==> src/hdl/pds_pkg.sv <==
package pds_pkg;

   // Field widths
   localparam int PX_W  = 25;
   localparam int M_W   = 9;
   localparam int N_W   = 4;
   localparam int C_W   = 12;
   localparam int ERR_W = 28;

   // Parameter defaults
   localparam int DIV_N_MAX_DEF = 8;
   localparam int FRAC_BITS_DEF = 16;

   localparam int REF_MHZ   = 50;
   localparam int ERR_BOUND = 9;
   localparam int ERR_FRAC  = 24;

   // Datapath widths, sized for FRAC_BITS up to 24 and N up to 8
   localparam int ACC_W = C_W + PX_W;          // c * px
   localparam int CP_W  = ACC_W + 3;           // c * px * n, m * unit
   localparam int BD_W  = 36;                  // best error, below 9 * unit * 8
   localparam int ALU_W = CP_W + N_W;          // cross products
   localparam int DEN_W = 33;                  // unit * best n
   localparam int Q_W   = ERR_W;               // quotient bits
   localparam int CNT_W = $clog2(Q_W);

   typedef enum logic {
      ALU_ADD,
      ALU_SUB
   } alu_op_type;

   typedef enum logic [3:0] {
      ST_IDLE,
      ST_LO_CMP,
      ST_LO_ADD,
      ST_HI_CMP,
      ST_M_START,
      ST_M_CHECK,
      ST_D_SUB,
      ST_D_NEG,
      ST_CMP,
      ST_M_ADV,
      ST_C_ADV,
      ST_N_ADV,
      ST_DIV_LOAD,
      ST_DIV_STEP,
      ST_DONE
   } state_type;

   typedef struct packed {
      logic [M_W-1:0]   mult_m;
      logic [N_W-1:0]   div_n;
      logic [C_W-1:0]   post_c;
      logic [ERR_W-1:0] ratio_error;
      logic             found;
   } result_type;

   // Smallest M tried for each N
   function automatic logic [M_W-1:0] min_m(input logic [N_W-1:0] n);
      logic [M_W-1:0] r;
      unique case (n)
         4'd1: r = M_W'(7);
         4'd2: r = M_W'(13);
         4'd3: r = M_W'(19);
         4'd4: r = M_W'(25);
         4'd5: r = M_W'(32);
         4'd6: r = M_W'(38);
         4'd7: r = M_W'(44);
         4'd8: r = M_W'(50);
         default: r = '0;
      endcase
      return r;
   endfunction

   // Odd M restrictions for the larger N
   function automatic logic m_allowed(input logic [M_W-1:0] m, input logic [N_W-1:0] n);
      logic ok;
      if (!m[0]) begin
         ok = 1'b1;
      end else begin
         unique case (n)
            4'd1, 4'd2, 4'd3, 4'd4: ok = 1'b1;
            4'd5: ok = (m == M_W'(45)) || (m == M_W'(55)) || (m >= M_W'(61));
            4'd6: ok = (m == M_W'(45)) || (m == M_W'(57)) || (m == M_W'(63))
                       || (m >= M_W'(73));
            4'd7: ok = (m == M_W'(63)) || (m == M_W'(77)) || (m >= M_W'(85));
            4'd8: ok = (m >= M_W'(97));
            default: ok = 1'b0;
         endcase
      end
      return ok;
   endfunction

   // floor(50/n) << frac: c_lo = ceil(lo_num / px)
   function automatic logic [ACC_W-1:0] lo_num(input logic [N_W-1:0] n, input int frac);
      logic [5:0] q;
      unique case (n)
         4'd1: q = 6'd50;
         4'd2: q = 6'd25;
         4'd3: q = 6'd16;
         4'd4: q = 6'd12;
         4'd5: q = 6'd10;
         4'd6: q = 6'd8;
         4'd7: q = 6'd7;
         4'd8: q = 6'd6;
         default: q = '0;
      endcase
      return ACC_W'(q) << frac;
   endfunction

   // (32*n*n) << frac: c_hi = ceil(hi_num / px)
   function automatic logic [ACC_W-1:0] hi_num(input logic [N_W-1:0] n, input int frac);
      logic [ACC_W-1:0] nn;
      nn = ACC_W'(n) * ACC_W'(n);
      return (nn << 5) << frac;
   endfunction

   // k * (50 << frac)
   function automatic logic [CP_W-1:0] unit_mult(input logic [M_W-1:0] k, input int frac);
      logic [CP_W-1:0] p;
      p = CP_W'(k) * CP_W'(REF_MHZ);
      return p << frac;
   endfunction

endpackage

==> src/hdl/pds_if.sv <==
interface pds_req_if;
   logic                       valid;
   logic                       ready;
   logic [pds_pkg::PX_W-1:0]   pixel_clock;

   modport source (output valid, output pixel_clock, input ready);
   modport sink   (input valid, input pixel_clock, output ready);
endinterface

interface pds_rsp_if;
   logic                       valid;
   logic                       ready;
   logic [pds_pkg::M_W-1:0]    mult_m;
   logic [pds_pkg::N_W-1:0]    div_n;
   logic [pds_pkg::C_W-1:0]    post_c;
   logic [pds_pkg::ERR_W-1:0]  ratio_error;
   logic                       found;

   modport source (output valid, output mult_m, output div_n, output post_c,
                   output ratio_error, output found, input ready);
   modport sink   (input valid, input mult_m, input div_n, input post_c,
                   input ratio_error, input found, output ready);
endinterface

==> src/hdl/pds_addsub.sv <==
// Shared adder/subtractor; borrow flags a < b on subtract.
module pds_addsub (
   input  pds_pkg::alu_op_type        op,
   input  logic [pds_pkg::ALU_W-1:0]  a,
   input  logic [pds_pkg::ALU_W-1:0]  b,
   output logic [pds_pkg::ALU_W-1:0]  sum,
   output logic                       borrow
);

   logic [pds_pkg::ALU_W:0] full;

   always_comb begin
      unique case (op)
         pds_pkg::ALU_ADD: full = {1'b0, a} + {1'b0, b};
         pds_pkg::ALU_SUB: full = {1'b0, a} - {1'b0, b};
         default:          full = '0;
      endcase
   end

   assign sum    = full[pds_pkg::ALU_W-1:0];
   assign borrow = (op == pds_pkg::ALU_SUB) && full[pds_pkg::ALU_W];

endmodule

==> src/hdl/pds_engine.sv <==
// Search sequencer: walks n, c, m and runs the final error division,
// with the wide adds, subtracts and compares through one shared add/sub unit.
module pds_engine #(
   parameter int DIV_N_MAX = pds_pkg::DIV_N_MAX_DEF,
   parameter int FRAC_BITS = pds_pkg::FRAC_BITS_DEF
) (
   input  logic                       clock,
   input  logic                       reset,
   input  logic                       start,
   input  logic [pds_pkg::PX_W-1:0]   pixel_clock,
   output logic                       idle,
   input  logic                       res_ready,
   output logic                       res_valid,
   output pds_pkg::result_type        result
);

   localparam int ACC_W = pds_pkg::ACC_W;
   localparam int CP_W  = pds_pkg::CP_W;
   localparam int BD_W  = pds_pkg::BD_W;
   localparam int ALU_W = pds_pkg::ALU_W;
   localparam int DEN_W = pds_pkg::DEN_W;
   localparam int Q_W   = pds_pkg::Q_W;
   localparam int CNT_W = pds_pkg::CNT_W;
   localparam int M_W   = pds_pkg::M_W;
   localparam int N_W   = pds_pkg::N_W;
   localparam int C_W   = pds_pkg::C_W;
   localparam int PX_W  = pds_pkg::PX_W;

   pds_pkg::state_type state_ff, state_in;

   logic [PX_W-1:0]  px_ff,   px_in;
   logic [N_W-1:0]   n_ff,    n_in;
   logic [C_W-1:0]   c_ff,    c_in;
   logic [ACC_W-1:0] acc_ff,  acc_in;    // c * px
   logic [ACC_W-1:0] accp_ff, accp_in;   // (c - 1) * px
   logic [CP_W-1:0]  cpn_ff,  cpn_in;    // c * px * n
   logic [M_W-1:0]   m_ff,    m_in;
   logic [CP_W-1:0]  t_ff,    t_in;      // m * unit
   logic [CP_W-1:0]  d_ff,    d_in;
   logic [BD_W-1:0]  bd_ff,   bd_in;
   logic [N_W-1:0]   bn_ff,   bn_in;
   logic [M_W-1:0]   bm_ff,   bm_in;
   logic [C_W-1:0]   bc_ff,   bc_in;
   logic             found_ff, found_in;
   logic [DEN_W-1:0] den_ff,  den_in;
   logic [DEN_W-1:0] rem_ff,  rem_in;
   logic [Q_W-1:0]   sh_ff,   sh_in;
   logic [Q_W-1:0]   q_ff,    q_in;
   logic [CNT_W-1:0] cnt_ff,  cnt_in;

   pds_pkg::alu_op_type alu_op;
   logic [ALU_W-1:0]    alu_a, alu_b, alu_sum;
   logic                alu_borrow;
   logic [DEN_W:0]      rem_shift;

   pds_addsub u_addsub (
      .op     (alu_op),
      .a      (alu_a),
      .b      (alu_b),
      .sum    (alu_sum),
      .borrow (alu_borrow)
   );

   assign rem_shift = {rem_ff, sh_ff[Q_W-1]};

   // Operand select for the shared unit
   always_comb begin
      alu_op = pds_pkg::ALU_ADD;
      alu_a  = '0;
      alu_b  = '0;
      unique case (state_ff)
         pds_pkg::ST_LO_CMP: begin
            alu_op = pds_pkg::ALU_SUB;
            alu_a  = ALU_W'(acc_ff);
            alu_b  = ALU_W'(pds_pkg::lo_num(n_ff, FRAC_BITS));
         end
         pds_pkg::ST_LO_ADD, pds_pkg::ST_C_ADV: begin
            alu_a = ALU_W'(acc_ff);
            alu_b = ALU_W'(px_ff);
         end
         pds_pkg::ST_HI_CMP: begin
            alu_op = pds_pkg::ALU_SUB;
            alu_a  = ALU_W'(accp_ff);
            alu_b  = ALU_W'(pds_pkg::hi_num(n_ff, FRAC_BITS));
         end
         pds_pkg::ST_D_SUB: begin
            alu_op = pds_pkg::ALU_SUB;
            alu_a  = ALU_W'(cpn_ff);
            alu_b  = ALU_W'(t_ff);
         end
         pds_pkg::ST_D_NEG: begin
            alu_op = pds_pkg::ALU_SUB;
            alu_a  = ALU_W'(t_ff);
            alu_b  = ALU_W'(cpn_ff);
         end
         pds_pkg::ST_CMP: begin
            // d / n < best_d / best_n, cross-multiplied
            alu_op = pds_pkg::ALU_SUB;
            alu_a  = ALU_W'(d_ff) * ALU_W'(bn_ff);
            alu_b  = ALU_W'(bd_ff) * ALU_W'(n_ff);
         end
         pds_pkg::ST_M_ADV: begin
            alu_a = ALU_W'(t_ff);
            alu_b = ALU_W'(pds_pkg::unit_mult(M_W'(1), FRAC_BITS));
         end
         pds_pkg::ST_DIV_STEP: begin
            alu_op = pds_pkg::ALU_SUB;
            alu_a  = ALU_W'(rem_shift);
            alu_b  = ALU_W'(den_ff);
         end
         default: begin
            alu_op = pds_pkg::ALU_ADD;
         end
      endcase
   end

   // Next state and datapath updates
   always_comb begin
      state_in = state_ff;
      px_in    = px_ff;
      n_in     = n_ff;
      c_in     = c_ff;
      acc_in   = acc_ff;
      accp_in  = accp_ff;
      cpn_in   = cpn_ff;
      m_in     = m_ff;
      t_in     = t_ff;
      d_in     = d_ff;
      bd_in    = bd_ff;
      bn_in    = bn_ff;
      bm_in    = bm_ff;
      bc_in    = bc_ff;
      found_in = found_ff;
      den_in   = den_ff;
      rem_in   = rem_ff;
      sh_in    = sh_ff;
      q_in     = q_ff;
      cnt_in   = cnt_ff;
      idle      = 1'b0;
      res_valid = 1'b0;

      unique case (state_ff)
         pds_pkg::ST_IDLE: begin
            idle = 1'b1;
            if (start) begin
               px_in    = pixel_clock;
               n_in     = N_W'(1);
               c_in     = '0;
               acc_in   = '0;
               accp_in  = '0;
               bd_in    = BD_W'(pds_pkg::ERR_BOUND * pds_pkg::REF_MHZ) << FRAC_BITS;
               bn_in    = N_W'(1);
               bm_in    = '0;
               bc_in    = '0;
               found_in = 1'b0;
               q_in     = '0;
               if ((pixel_clock >> FRAC_BITS) == '0) begin
                  state_in = pds_pkg::ST_DONE;    // below 1 MHz: no search
               end else begin
                  state_in = pds_pkg::ST_LO_CMP;
               end
            end
         end
         pds_pkg::ST_LO_CMP: begin
            state_in = alu_borrow ? pds_pkg::ST_LO_ADD : pds_pkg::ST_HI_CMP;
         end
         pds_pkg::ST_LO_ADD, pds_pkg::ST_C_ADV: begin
            accp_in  = acc_ff;
            acc_in   = alu_sum[ACC_W-1:0];
            c_in     = c_ff + C_W'(1);
            state_in = (state_ff == pds_pkg::ST_LO_ADD) ? pds_pkg::ST_LO_CMP
                                                        : pds_pkg::ST_HI_CMP;
         end
         pds_pkg::ST_HI_CMP: begin
            state_in = alu_borrow ? pds_pkg::ST_M_START : pds_pkg::ST_N_ADV;
         end
         pds_pkg::ST_M_START: begin
            cpn_in   = CP_W'(acc_ff) * CP_W'(n_ff);
            m_in     = pds_pkg::min_m(n_ff);
            t_in     = pds_pkg::unit_mult(pds_pkg::min_m(n_ff), FRAC_BITS);
            state_in = pds_pkg::ST_M_CHECK;
         end
         pds_pkg::ST_M_CHECK: begin
            priority if (m_ff > (M_W'(n_ff) << 5)) begin
               state_in = pds_pkg::ST_C_ADV;
            end else if (pds_pkg::m_allowed(m_ff, n_ff)) begin
               state_in = pds_pkg::ST_D_SUB;
            end else begin
               state_in = pds_pkg::ST_M_ADV;
            end
         end
         pds_pkg::ST_D_SUB: begin
            d_in     = alu_sum[CP_W-1:0];
            state_in = alu_borrow ? pds_pkg::ST_D_NEG : pds_pkg::ST_CMP;
         end
         pds_pkg::ST_D_NEG: begin
            d_in     = alu_sum[CP_W-1:0];
            state_in = pds_pkg::ST_CMP;
         end
         pds_pkg::ST_CMP: begin
            if (alu_borrow) begin
               bd_in    = d_ff[BD_W-1:0];
               bn_in    = n_ff;
               bm_in    = m_ff;
               bc_in    = c_ff;
               found_in = 1'b1;
            end
            state_in = pds_pkg::ST_M_ADV;
         end
         pds_pkg::ST_M_ADV: begin
            t_in     = alu_sum[CP_W-1:0];
            m_in     = m_ff + M_W'(1);
            state_in = pds_pkg::ST_M_CHECK;
         end
         pds_pkg::ST_N_ADV: begin
            if (n_ff == N_W'(DIV_N_MAX)) begin
               state_in = pds_pkg::ST_DIV_LOAD;
            end else begin
               n_in     = n_ff + N_W'(1);
               c_in     = '0;
               acc_in   = '0;
               accp_in  = '0;
               state_in = pds_pkg::ST_LO_CMP;
            end
         end
         pds_pkg::ST_DIV_LOAD: begin
            // error = floor(best_d * 2^24 / (unit * best_n)); top part is below den
            den_in   = DEN_W'(pds_pkg::unit_mult(M_W'(bn_ff), FRAC_BITS));
            rem_in   = DEN_W'(bd_ff >> 4);
            sh_in    = {bd_ff[3:0], {(Q_W-4){1'b0}}};
            cnt_in   = '0;
            state_in = found_ff ? pds_pkg::ST_DIV_STEP : pds_pkg::ST_DONE;
         end
         pds_pkg::ST_DIV_STEP: begin
            rem_in = alu_borrow ? rem_shift[DEN_W-1:0] : alu_sum[DEN_W-1:0];
            q_in   = {q_ff[Q_W-2:0], !alu_borrow};
            sh_in  = sh_ff << 1;
            cnt_in = cnt_ff + CNT_W'(1);
            if (cnt_ff == CNT_W'(Q_W - 1)) begin
               state_in = pds_pkg::ST_DONE;
            end
         end
         pds_pkg::ST_DONE: begin
            res_valid = 1'b1;
            if (res_ready) begin
               state_in = pds_pkg::ST_IDLE;
            end
         end
         default: begin
            state_in = pds_pkg::ST_IDLE;
         end
      endcase
   end

   assign result.mult_m      = bm_ff;
   assign result.div_n       = found_ff ? bn_ff : '0;
   assign result.post_c      = bc_ff;
   assign result.ratio_error = q_ff;
   assign result.found       = found_ff;

   always_ff @(posedge clock) begin
      if (reset) begin
         state_ff <= pds_pkg::ST_IDLE;
      end else begin
         state_ff <= state_in;
      end
   end

   always_ff @(posedge clock) begin
      px_ff    <= px_in;
      n_ff     <= n_in;
      c_ff     <= c_in;
      acc_ff   <= acc_in;
      accp_ff  <= accp_in;
      cpn_ff   <= cpn_in;
      m_ff     <= m_in;
      t_ff     <= t_in;
      d_ff     <= d_in;
      bd_ff    <= bd_in;
      bn_ff    <= bn_in;
      bm_ff    <= bm_in;
      bc_ff    <= bc_in;
      found_ff <= found_in;
      den_ff   <= den_in;
      rem_ff   <= rem_in;
      sh_ff    <= sh_in;
      q_ff     <= q_in;
      cnt_ff   <= cnt_in;
   end

endmodule

==> src/hdl/pll_divider_search_top.sv <==
// PLL divider search. Each item on req_chan is a target pixel clock in MHz
// (unsigned fixed point with FRAC_BITS fraction bits, 25 bits total). The
// block searches N = 1..DIV_N_MAX, output divider C over
// ceil(floor(50/N)/px) .. ceil(32*N*N/px) and feedback M from a per-N minimum
// up to 32*N (with some odd M excluded for N >= 5), and returns on rsp_chan
// the M, N, C whose M/N lies nearest C*px/50, plus the absolute error as
// Q4.24 and a found flag. Errors are compared exactly; ties keep the first
// candidate in search order; with nothing below 9 (or a target under 1 MHz)
// all fields are zero and found is clear. One item is in work at a time:
// req_chan.ready is high only while the sequencer is idle. The wide adds,
// subtracts and compares run through one shared add/sub unit, one operation
// per cycle. For each (N, C, M) candidate the sequencer forms the difference,
// negates it if negative, compares it with the best so far and steps M;
// the final error division yields one quotient bit per step. A finished
// result sits in an output register, so a new item can be taken while it
// waits.
module pll_divider_search_top #(
   parameter int DIV_N_MAX = pds_pkg::DIV_N_MAX_DEF,   // 1..8
   parameter int FRAC_BITS = pds_pkg::FRAC_BITS_DEF    // 8..24
) (
   input  logic          clock,
   input  logic          reset,
   pds_req_if.sink       req_chan,
   pds_rsp_if.source     rsp_chan
);

   logic                 eng_idle;
   logic                 eng_start;
   logic                 eng_res_valid;
   logic                 eng_res_ready;
   pds_pkg::result_type  eng_result;

   logic                 rsp_valid_ff, rsp_valid_in;
   pds_pkg::result_type  rsp_data_ff,  rsp_data_in;

   // Input side: take an item whenever the sequencer is idle.
   assign req_chan.ready = eng_idle;
   assign eng_start      = req_chan.valid & eng_idle;

   pds_engine #(
      .DIV_N_MAX (DIV_N_MAX),
      .FRAC_BITS (FRAC_BITS)
   ) u_engine (
      .clock       (clock),
      .reset       (reset),
      .start       (eng_start),
      .pixel_clock (req_chan.pixel_clock),
      .idle        (eng_idle),
      .res_ready   (eng_res_ready),
      .res_valid   (eng_res_valid),
      .result      (eng_result)
   );

   // Output register: free when empty or being drained this cycle.
   assign eng_res_ready = !rsp_valid_ff || rsp_chan.ready;

   always_comb begin
      rsp_valid_in = rsp_valid_ff;
      rsp_data_in  = rsp_data_ff;
      if (eng_res_ready) begin
         rsp_valid_in = eng_res_valid;
         if (eng_res_valid) begin
            rsp_data_in = eng_result;
         end
      end
   end

   always_ff @(posedge clock) begin
      if (reset) begin
         rsp_valid_ff <= 1'b0;
      end else begin
         rsp_valid_ff <= rsp_valid_in;
      end
   end

   always_ff @(posedge clock) begin
      rsp_data_ff <= rsp_data_in;
   end

   assign rsp_chan.valid       = rsp_valid_ff;
   assign rsp_chan.mult_m      = rsp_data_ff.mult_m;
   assign rsp_chan.div_n       = rsp_data_ff.div_n;
   assign rsp_chan.post_c      = rsp_data_ff.post_c;
   assign rsp_chan.ratio_error = rsp_data_ff.ratio_error;
   assign rsp_chan.found       = rsp_data_ff.found;

endmodule

==> src/flat_wrapper.sv <==
// flat-port wrapper written by rule: the top's interface ports become plain ports
module pll_divider_search_top_flat 
#(
   parameter int DIV_N_MAX = pds_pkg::DIV_N_MAX_DEF,          
   parameter int FRAC_BITS = pds_pkg::FRAC_BITS_DEF            
)
  (clock, reset, req_chan_valid, req_chan_pixel_clock, req_chan_ready, rsp_chan_valid, rsp_chan_mult_m, rsp_chan_div_n, rsp_chan_post_c, rsp_chan_ratio_error, rsp_chan_found, rsp_chan_ready);
  pds_req_if req_chan_i ();
  pds_rsp_if rsp_chan_i ();
  input  logic clock;
  input  logic reset;
  input wire logic [$bits(req_chan_i.valid)-1:0] req_chan_valid;
  input wire logic [$bits(req_chan_i.pixel_clock)-1:0] req_chan_pixel_clock;
  output wire logic [$bits(req_chan_i.ready)-1:0] req_chan_ready;
  output wire logic [$bits(rsp_chan_i.valid)-1:0] rsp_chan_valid;
  output wire logic [$bits(rsp_chan_i.mult_m)-1:0] rsp_chan_mult_m;
  output wire logic [$bits(rsp_chan_i.div_n)-1:0] rsp_chan_div_n;
  output wire logic [$bits(rsp_chan_i.post_c)-1:0] rsp_chan_post_c;
  output wire logic [$bits(rsp_chan_i.ratio_error)-1:0] rsp_chan_ratio_error;
  output wire logic [$bits(rsp_chan_i.found)-1:0] rsp_chan_found;
  input wire logic [$bits(rsp_chan_i.ready)-1:0] rsp_chan_ready;
  assign req_chan_i.valid = req_chan_valid;
  assign req_chan_i.pixel_clock = req_chan_pixel_clock;
  assign req_chan_ready = req_chan_i.ready;
  assign rsp_chan_valid = rsp_chan_i.valid;
  assign rsp_chan_mult_m = rsp_chan_i.mult_m;
  assign rsp_chan_div_n = rsp_chan_i.div_n;
  assign rsp_chan_post_c = rsp_chan_i.post_c;
  assign rsp_chan_ratio_error = rsp_chan_i.ratio_error;
  assign rsp_chan_found = rsp_chan_i.found;
  assign rsp_chan_i.ready = rsp_chan_ready;
  pll_divider_search_top #(.DIV_N_MAX(DIV_N_MAX), .FRAC_BITS(FRAC_BITS)) u_core (.clock(clock), .reset(reset), .req_chan(req_chan_i), .rsp_chan(rsp_chan_i));
endmodule
==> config.mk <==
export PLATFORM = sky130hd
export DESIGN_NAME = pll_divider_search_top_flat
export DESIGN_NICKNAME = d
export VERILOG_FILES = /design/src/hdl/pds_pkg.sv /design/src/hdl/pds_if.sv /design/src/hdl/pds_addsub.sv /design/src/hdl/pds_engine.sv /design/src/hdl/pll_divider_search_top.sv /design/src/flat_wrapper.sv
export SDC_FILE = /design/constraint.sdc
export NUM_CORES = 2
export LEC_CHECK = 0
export BUFFER_PORTS_ARGS = -buffer_cell sky130_fd_sc_hd__buf_2
export CORE_UTILIZATION = 40
export DETAILED_ROUTE_END_ITERATION = 6
export GPL_TIMING_DRIVEN = 0
export HOLD_SLACK_MARGIN = 0.05
export PLACE_DENSITY = 0.66
export SYNTH_ARGS = -nofsm -noshare
export SYNTH_HDL_FRONTEND = slang
export SYNTH_HIERARCHICAL = 1
export SYNTH_SLANG_ARGS = --single-unit
==> constraint.sdc <==
create_clock -name clock -period 29.8 [get_ports clock]
set_clock_uncertainty 0.15 [all_clocks]
set_input_delay 2.98 -clock clock [delete_from_list [all_inputs] [get_ports clock]]
set_output_delay 2.98 -clock clock [all_outputs]
set_load 0.02 [all_outputs]
==> Word level (Yosys, flattened, before mapping) <==
Memories as Yosys holds them, arrays and structs flattened. A register that Yosys moved wholly into a read port is not among the register bits.
Index checks and enable logic that the tools add are counted.
{ "word_totals": {"regBits": 468, "rom_bits": 288, "input_bits": 29, "out_inout_bits": 56, "wordCells": 172, "mem_count": 3} }
{ "mem_list": {"columns": ["memory", "words", "width", "read_ports", "rd_ports_with_merged_regs", "write_ports", "line", "source"], "rows": [
  ["(name not given)", 16, 6, 1, 1, 0, "pds_pkg.sv:61", "unique case (n)"],
  ["(name not given)", 16, 6, 1, 1, 0, "pds_pkg.sv:61", null],
  ["(name not given)", 16, 6, 1, 1, 0, "pds_pkg.sv:97", "unique case (n)"]
]} }
{ "classes": {"add_sub_neg": 6, "mul": 6, "n_lt_le_gt_ge": 5, "n_eq_ne": 33, "n_mux": 58, "bitwise_logic": 2, "reduce_logical": 33} }
{ "ops": {"columns": ["op", "count"], "rows": [
  ["40-bit case mux with 8 select lines", 1],
  ["44-bit case mux with 6 select lines", 1],
  ["37-bit case mux with 3 select lines", 2],
  ["28-bit case mux with 2 select lines", 2],
  ["45-bit case mux with 2 select lines", 1],
  ["40-bit case mux with 2 select lines", 1],
  ["37-bit two-way mux", 2],
  ["36-bit two-way mux", 2],
  ["36-bit case mux with 2 select lines", 1],
  ["33-bit case mux with 2 select lines", 1],
  ["4-bit two-way mux", 15],
  ["4-bit case mux with 13 select lines", 1],
  ["44-bit by 40-bit adder with 45-bit output", 1],
  ["44-bit by 40-bit subtractor with 45-bit output", 1],
  ["40-bit by 4-bit multiplier with 44-bit output", 1],
  ["36-bit by 4-bit multiplier with 40-bit output", 1],
  ["37-bit by 4-bit multiplier with 40-bit output", 1],
  ["9-bit by 6-bit == test with 1-bit output, second input constant", 4],
  ["12-bit two-way mux", 3],
  ["12-bit case mux with 3 select lines", 1],
  ["9-bit case mux with 2 select lines", 2],
  ["33-bit two-way mux", 1],
  ["4-bit by 3-bit == test with 1-bit output, second input constant", 8],
  ["4-bit == test, second input constant", 8],
  ["40 further kinds", 81]
]} }

==> Longest topological paths before layout <==
{ "depth": {"ltp_word": 11, "depth_mapped": 41, "ltp_nobuf": 39} }

==> Hierarchy <==
The synthesis kept the hierarchy.
{ "by_module_without_submodules": {"columns": ["module", "instances", "cells_each", "area_per_inst_um2", "seq_area_each_um2"], "rows": [
  ["pds_engine", 1, 3287, 32294.7, 11881.4],
  ["pds_addsub", 1, 529, 3489.6, 0.0],
  ["pll_divider_search_top", 1, 60, 1682.9, 1641.6]
]} }

==> Worst setup path after synthesis <==
No wires, ideal clock.
{ "synth_path": {"path_type": "register to register", "start": "reg u_core.u_engine.n_ff[2]", "end": "reg u_core.u_engine.bc_ff[0] (enable)", "setup_ns": 0.421, "t_arrival_ns": 9.729, "t_required_ns": 29.229, "setup_slack_ns": 19.499, "stages_incl_launch_ff": 39, "path_buffers": 5, "period_less_slack_ns": 10.301, "cell_sequence": "edfxtp_1 clkbuf_1 clkbuf_1 clkbuf_1 nand2_1 fa_1 inv_1 fa_1 fa_1 a211o_1 o211ai_1 a21oi_1 o21a_1 o31ai_1 a21oi_1 a21oi_1 nor2b_1 o311ai_0 [... 3 more ...] nand2_1 nor4_2 nand2_1 nor3_2 nor2_1 xnor2_1 ha_1 nand2_1 nor2_1 a221o_1 a21oi_1 o21ai_0 o21ba_2 o311a_1 buf_1 buf_1 nand2_1 nand2_1"} }
{ "synth_between": {"elab_chain_len": 7, "word_cells_on_any_way": 9, "classes_between": "2 x add/sub; 2 x mul; 1 x eq/ne; 2 x mux; 2 x reduce/logical"} }
{ "synth_lines": {"columns": ["item", "line", "source"], "rows": [
  ["start: declaration", "pds_engine.sv:32", "logic [N_W-1:0] n_ff, n_in;"],
  ["start signal: assignment", "pds_engine.sv:271", "n_ff <= n_in;"],
  ["36-bit by 4-bit multiplier with 40-bit output (*)", "pds_engine.sv:100", "alu_b = ALU_W'(bd_ff) * ALU_W'(n_ff);"],
  ["40-bit case mux with 8 select lines (*)", "pds_engine.sv:71", "unique case (state_ff)"],
  ["via u_core.u_engine.alu_b[16]", "pds_engine.sv:52", "logic [ALU_W-1:0] alu_a, alu_b, alu_sum;"],
  ["44-bit by 40-bit subtractor with 45-bit output / 44-bit by 40-bit adder with 45-bit output (equally long branches)", "pds_addsub.sv:15, pds_addsub.sv:14", null],
  ["45-bit case mux with 2 select lines (*)", "pds_addsub.sv:13", "unique case (op)"],
  ["1-bit logical AND (*)", "pds_addsub.sv:21", "assign borrow = (op == pds_pkg::ALU_SUB) && full[pds_pkg::ALU_W];"],
  ["via u_core.u_engine.alu_borrow", "pds_engine.sv:53", "logic alu_borrow;"],
  ["2-bit != test (no source line) (*)", null, null],
  ["3-bit AND reduction (no source line) (*)", null, null],
  ["end signal: assignment", "pds_engine.sv:282", "bc_ff <= bc_in;"],
  ["end: declaration", "pds_engine.sv:43", "logic [C_W-1:0] bc_ff, bc_in;"]
]} }
The timed path passes the listed nets; every way through them passes the cells marked *.
A chain may end at the register's enable or synchronous reset.

==> Final worst setup path <==
{ "layout_path": {"start": "reg u_core.u_engine.n_ff[1]", "end": "reg u_core.u_engine.bd_ff[1] (enable)"} }
{ "layout_between": {"elab_chain_len": 7, "word_cells_on_any_way": 9, "classes_between": "2 x add/sub; 2 x mul; 1 x eq/ne; 2 x mux; 2 x reduce/logical"} }
{ "layout_lines": {"columns": ["item", "line", "source"], "rows": [
  ["36-bit by 4-bit multiplier with 40-bit output (*)", "pds_engine.sv:100", null],
  ["40-bit case mux with 8 select lines (*)", "pds_engine.sv:71", null],
  ["via u_core.u_engine.alu_b[16]", "pds_engine.sv:52", null],
  ["44-bit by 40-bit subtractor with 45-bit output / 44-bit by 40-bit adder with 45-bit output (equally long branches)", "pds_addsub.sv:15, pds_addsub.sv:14", null],
  ["45-bit case mux with 2 select lines (*)", "pds_addsub.sv:13", null],
  ["1-bit logical AND (*)", "pds_addsub.sv:21", null],
  ["via u_core.u_engine.alu_borrow", "pds_engine.sv:53", null],
  ["2-bit != test (no source line) (*)", null, null],
  ["3-bit AND reduction (no source line) (*)", null, null],
  ["end signal: assignment", "pds_engine.sv:279", "bd_ff <= bd_in;"],
  ["end: declaration", "pds_engine.sv:40", "logic [BD_W-1:0] bd_ff, bd_in;"]
]} }
Marked as above.

==> flow_summary.json <==
{
  "clk_path_buf_depth": 3,
  "wirelength_microns": 133000,
  "clk_pin_slew_ps": 60,
  "required_ps": 29930,
  "drive_above_1_share_pct": 5.38,
  "rr_startpoint": "u_core/u_engine/n_ff[1]$_DFFE_PP_",
  "detail_route.wl_per_cell_microns": 25.3,
  "rows": 111,
  "ios": 85,
  "start_util_pct": 40.5,
  "finalMaxSlewViolations": 0,
  "netlist_area_sq_mm": 0.0373,
  "hold_class": "flip-flop to flip-flop",
  "setup_viol": 0,
  "critPathKind": "flip-flop to flip-flop",
  "die-area_sq_mm": 0.0944,
  "hold_viol": 0,
  "antenna_left": 0,
  "grt_pass1_wl_microns": 194000,
  "cts_setup_buffers": 0,
  "max_freq_mhz": 69.5,
  "root_buffer": "clkbuf_16",
  "avgSynthCellArea_sq_um": 9.70,
  "yosysWarnings": 6,
  "io_buffers": 84,
  "ff2ff_setup_slack_ps": 15410,
  "postSynthCellCount": 3841,
  "core_area_sq_mm": 0.0919,
  "rsz0062_at_grt": "false",
  "vias": 30900,
  "area_delta_synth_final_pct": 10.2,
  "overflow": 0,
  "nNetsFinal": 4475,
  "min_period_over_period_pct": 48.3,
  "r2r-end": "u_core/u_engine/bd_ff[1]$_SDFFCE_PN0P_",
  "tightest_slew_ps": 1440,
  "endpoint": "u_core/u_engine/bd_ff[1]$_SDFFCE_PN0P_",
  "fin_tns_setup_ps": 0,
  "cp-startpoint": "u_core/u_engine/n_ff[1]$_DFFE_PP_",
  "gp_congestion": 1.03,
  "period_minus_slack_ps": 14390,
  "endpoint_kind": "flip-flop",
  "dp_cells": 5183,
  "antenna_found_initial": 6,
  "numCtsBuffers": 50,
  "stdcell_count": 5279,
  "first_iter_violations": 4183,
  "critPathMostFrequentCell": "a21oi_1",
  "clk-insertion-delay-late_ps": 620,
  "crit_path_start_kind": "flip-flop",
  "r2r_cells": 38,
  "viasPerCell": 5.86,
  "crit_path_max_incr_delay_ps": 1070,
  "htreeDepth": 2,
  "failed_checks": "design-rule violations",
  "grt_pass1_vias": 29700,
  "post_cts_resize_count": 0,
  "cts_tree": "done",
  "status": "complete, but fails checks",
  "cp_slowest_cell": "o311ai_0",
  "fp.dieW_microns": 307,
  "grt_max_degree": 55,
  "dr.pass1.iters": 7,
  "slew_headroom_pct": 3.78,
  "dp_hpwl_microns": 105000,
  "drv_cap": 0,
  "postCtsHoldBufs": 0,
  "grt_usage_pct": 28.0,
  "die_h_microns": 307,
  "drc": 24,
  "crit_arrival_ps": 14520,
  "cts.sinks": 456,
  "path_max_fanout": 37
}
==> worst max-delay path: cells and delay by family, from the launching register on <==
| family | cells | cell delay (ps) |
|---|---|---|
| buf+inv | 7 | 3980 |
| flops | 1 | 560 |
| fa+ha+maj | 4 | 1850 |
| xor+xnor | 1 | 290 |
| compound gates | 16 | 4370 |
| simple gates | 10 | 2700 |
==> cell type report <==
type | instances | area (sq um)
Sequential cell | 456 | 13500
Buffer | 184 | 696
Clock buffer | 65 | 1340
Clock inverter | 29 | 292
Fill cell | 8925 | 50900
Multi-Input combinational cell | 2801 | 21600
Tap cell | 1243 | 1560
Inverter | 407 | 1530
Antenna cell | 2 | 5.00
Timing Repair Buffer | 92 | 553
==> routing by layer <==
layer  wire length, microns  track usage, %
met1                  54500            38.1
met2                  58300            42.8
met3                  14200            6.17
met4                   6410            11.8
met5                     53               0
==> how the worst min path moves through the flow <==
stage | end | slack [ps] | cells after the start | from
finish | u_core/rsp_chan.mult_m[0]$_DFFE_PP_ | 270 | 0 | u_core/u_engine/bm_ff[0]$_SDFFCE_PN0P_
global route | u_core/rsp_chan.post_c[5]$_DFFE_PP_ | 270 | 0 | u_core/u_engine/bc_ff[5]$_SDFFCE_PN0P_
CTS | u_core/rsp_chan.mult_m[0]$_DFFE_PP_ | 270 | 0 | u_core/u_engine/bm_ff[0]$_SDFFCE_PN0P_
detailed placement | u_core/rsp_chan.mult_m[4]$_DFFE_PP_ | 250 | 0 | u_core/u_engine/bm_ff[4]$_SDFFCE_PN0P_
global placement | u_core/rsp_chan.post_c[0]$_DFFE_PP_ | 250 | 0 | u_core/u_engine/bc_ff[0]$_SDFFCE_PN0P_
floorplan | u_core/rsp_chan.mult_m[0]$_DFFE_PP_ | 250 | 0 | u_core/u_engine/bm_ff[0]$_SDFFCE_PN0P_
==> state kept, by name (all words and copies together), names as in the netlist, 4 cells and up, named ones only <==
name and count:
u_core/u_engine/cpn_ff 40, u_core/u_engine/d_ff 40, u_core/u_engine/t_ff 40, u_core/u_engine/acc_ff 37, u_core/u_engine/accp_ff 37, u_core/u_engine/bd_ff 36, u_core/u_engine/rem_ff 33, u_core/rsp_chan.ratio_error 28
u_core/u_engine/q_ff 28, u_core/u_engine/px_ff 25, u_core/rsp_chan.post_c 12, u_core/u_engine/bc_ff 12, u_core/u_engine/c_ff 12, u_core/rsp_chan.mult_m 9, u_core/u_engine/bm_ff 9, u_core/u_engine/den_ff 9
u_core/u_engine/m_ff 9, u_core/u_engine/cnt_ff 5, u_core/rsp_chan.div_n 4, u_core/u_engine/bn_ff 4, u_core/u_engine/n_ff 4, u_core/u_engine/sh_ff 4, u_core/u_engine/state_ff 4
==> metrics by stage <==
stage               hold WS (ps)  setup slack [ps]  cell area (sq um)  utilization [%]
finish                       265             15410              41100             44.7
global placement             252             14390              39300             42.7
floorplan                    250             19560              37300                -
detailed placement           255             15990              39400             42.9
global route                 272             15130              41100             44.7
CTS                          269             15910              41100             44.7
==> layout by cell type, fill, tap and decap left out, types with 171 or more instances in the layout <==
| cell type | n |
|---|---|
| fa_1 | 218 |
| nor2_1 | 215 |
| inv_1 | 406 |
| and2_1 | 283 |
| clkbuf_1 | 178 |
| a21oi_1 | 237 |
| edfxtp_1 | 439 |
| nand2_1 | 393 |
| ha_1 | 236 |
| and3_1 | 171 |
Power is left out: the tool's default activity adds up to more than one toggle a clock period on the data nets, which glitch-free logic cannot reach.
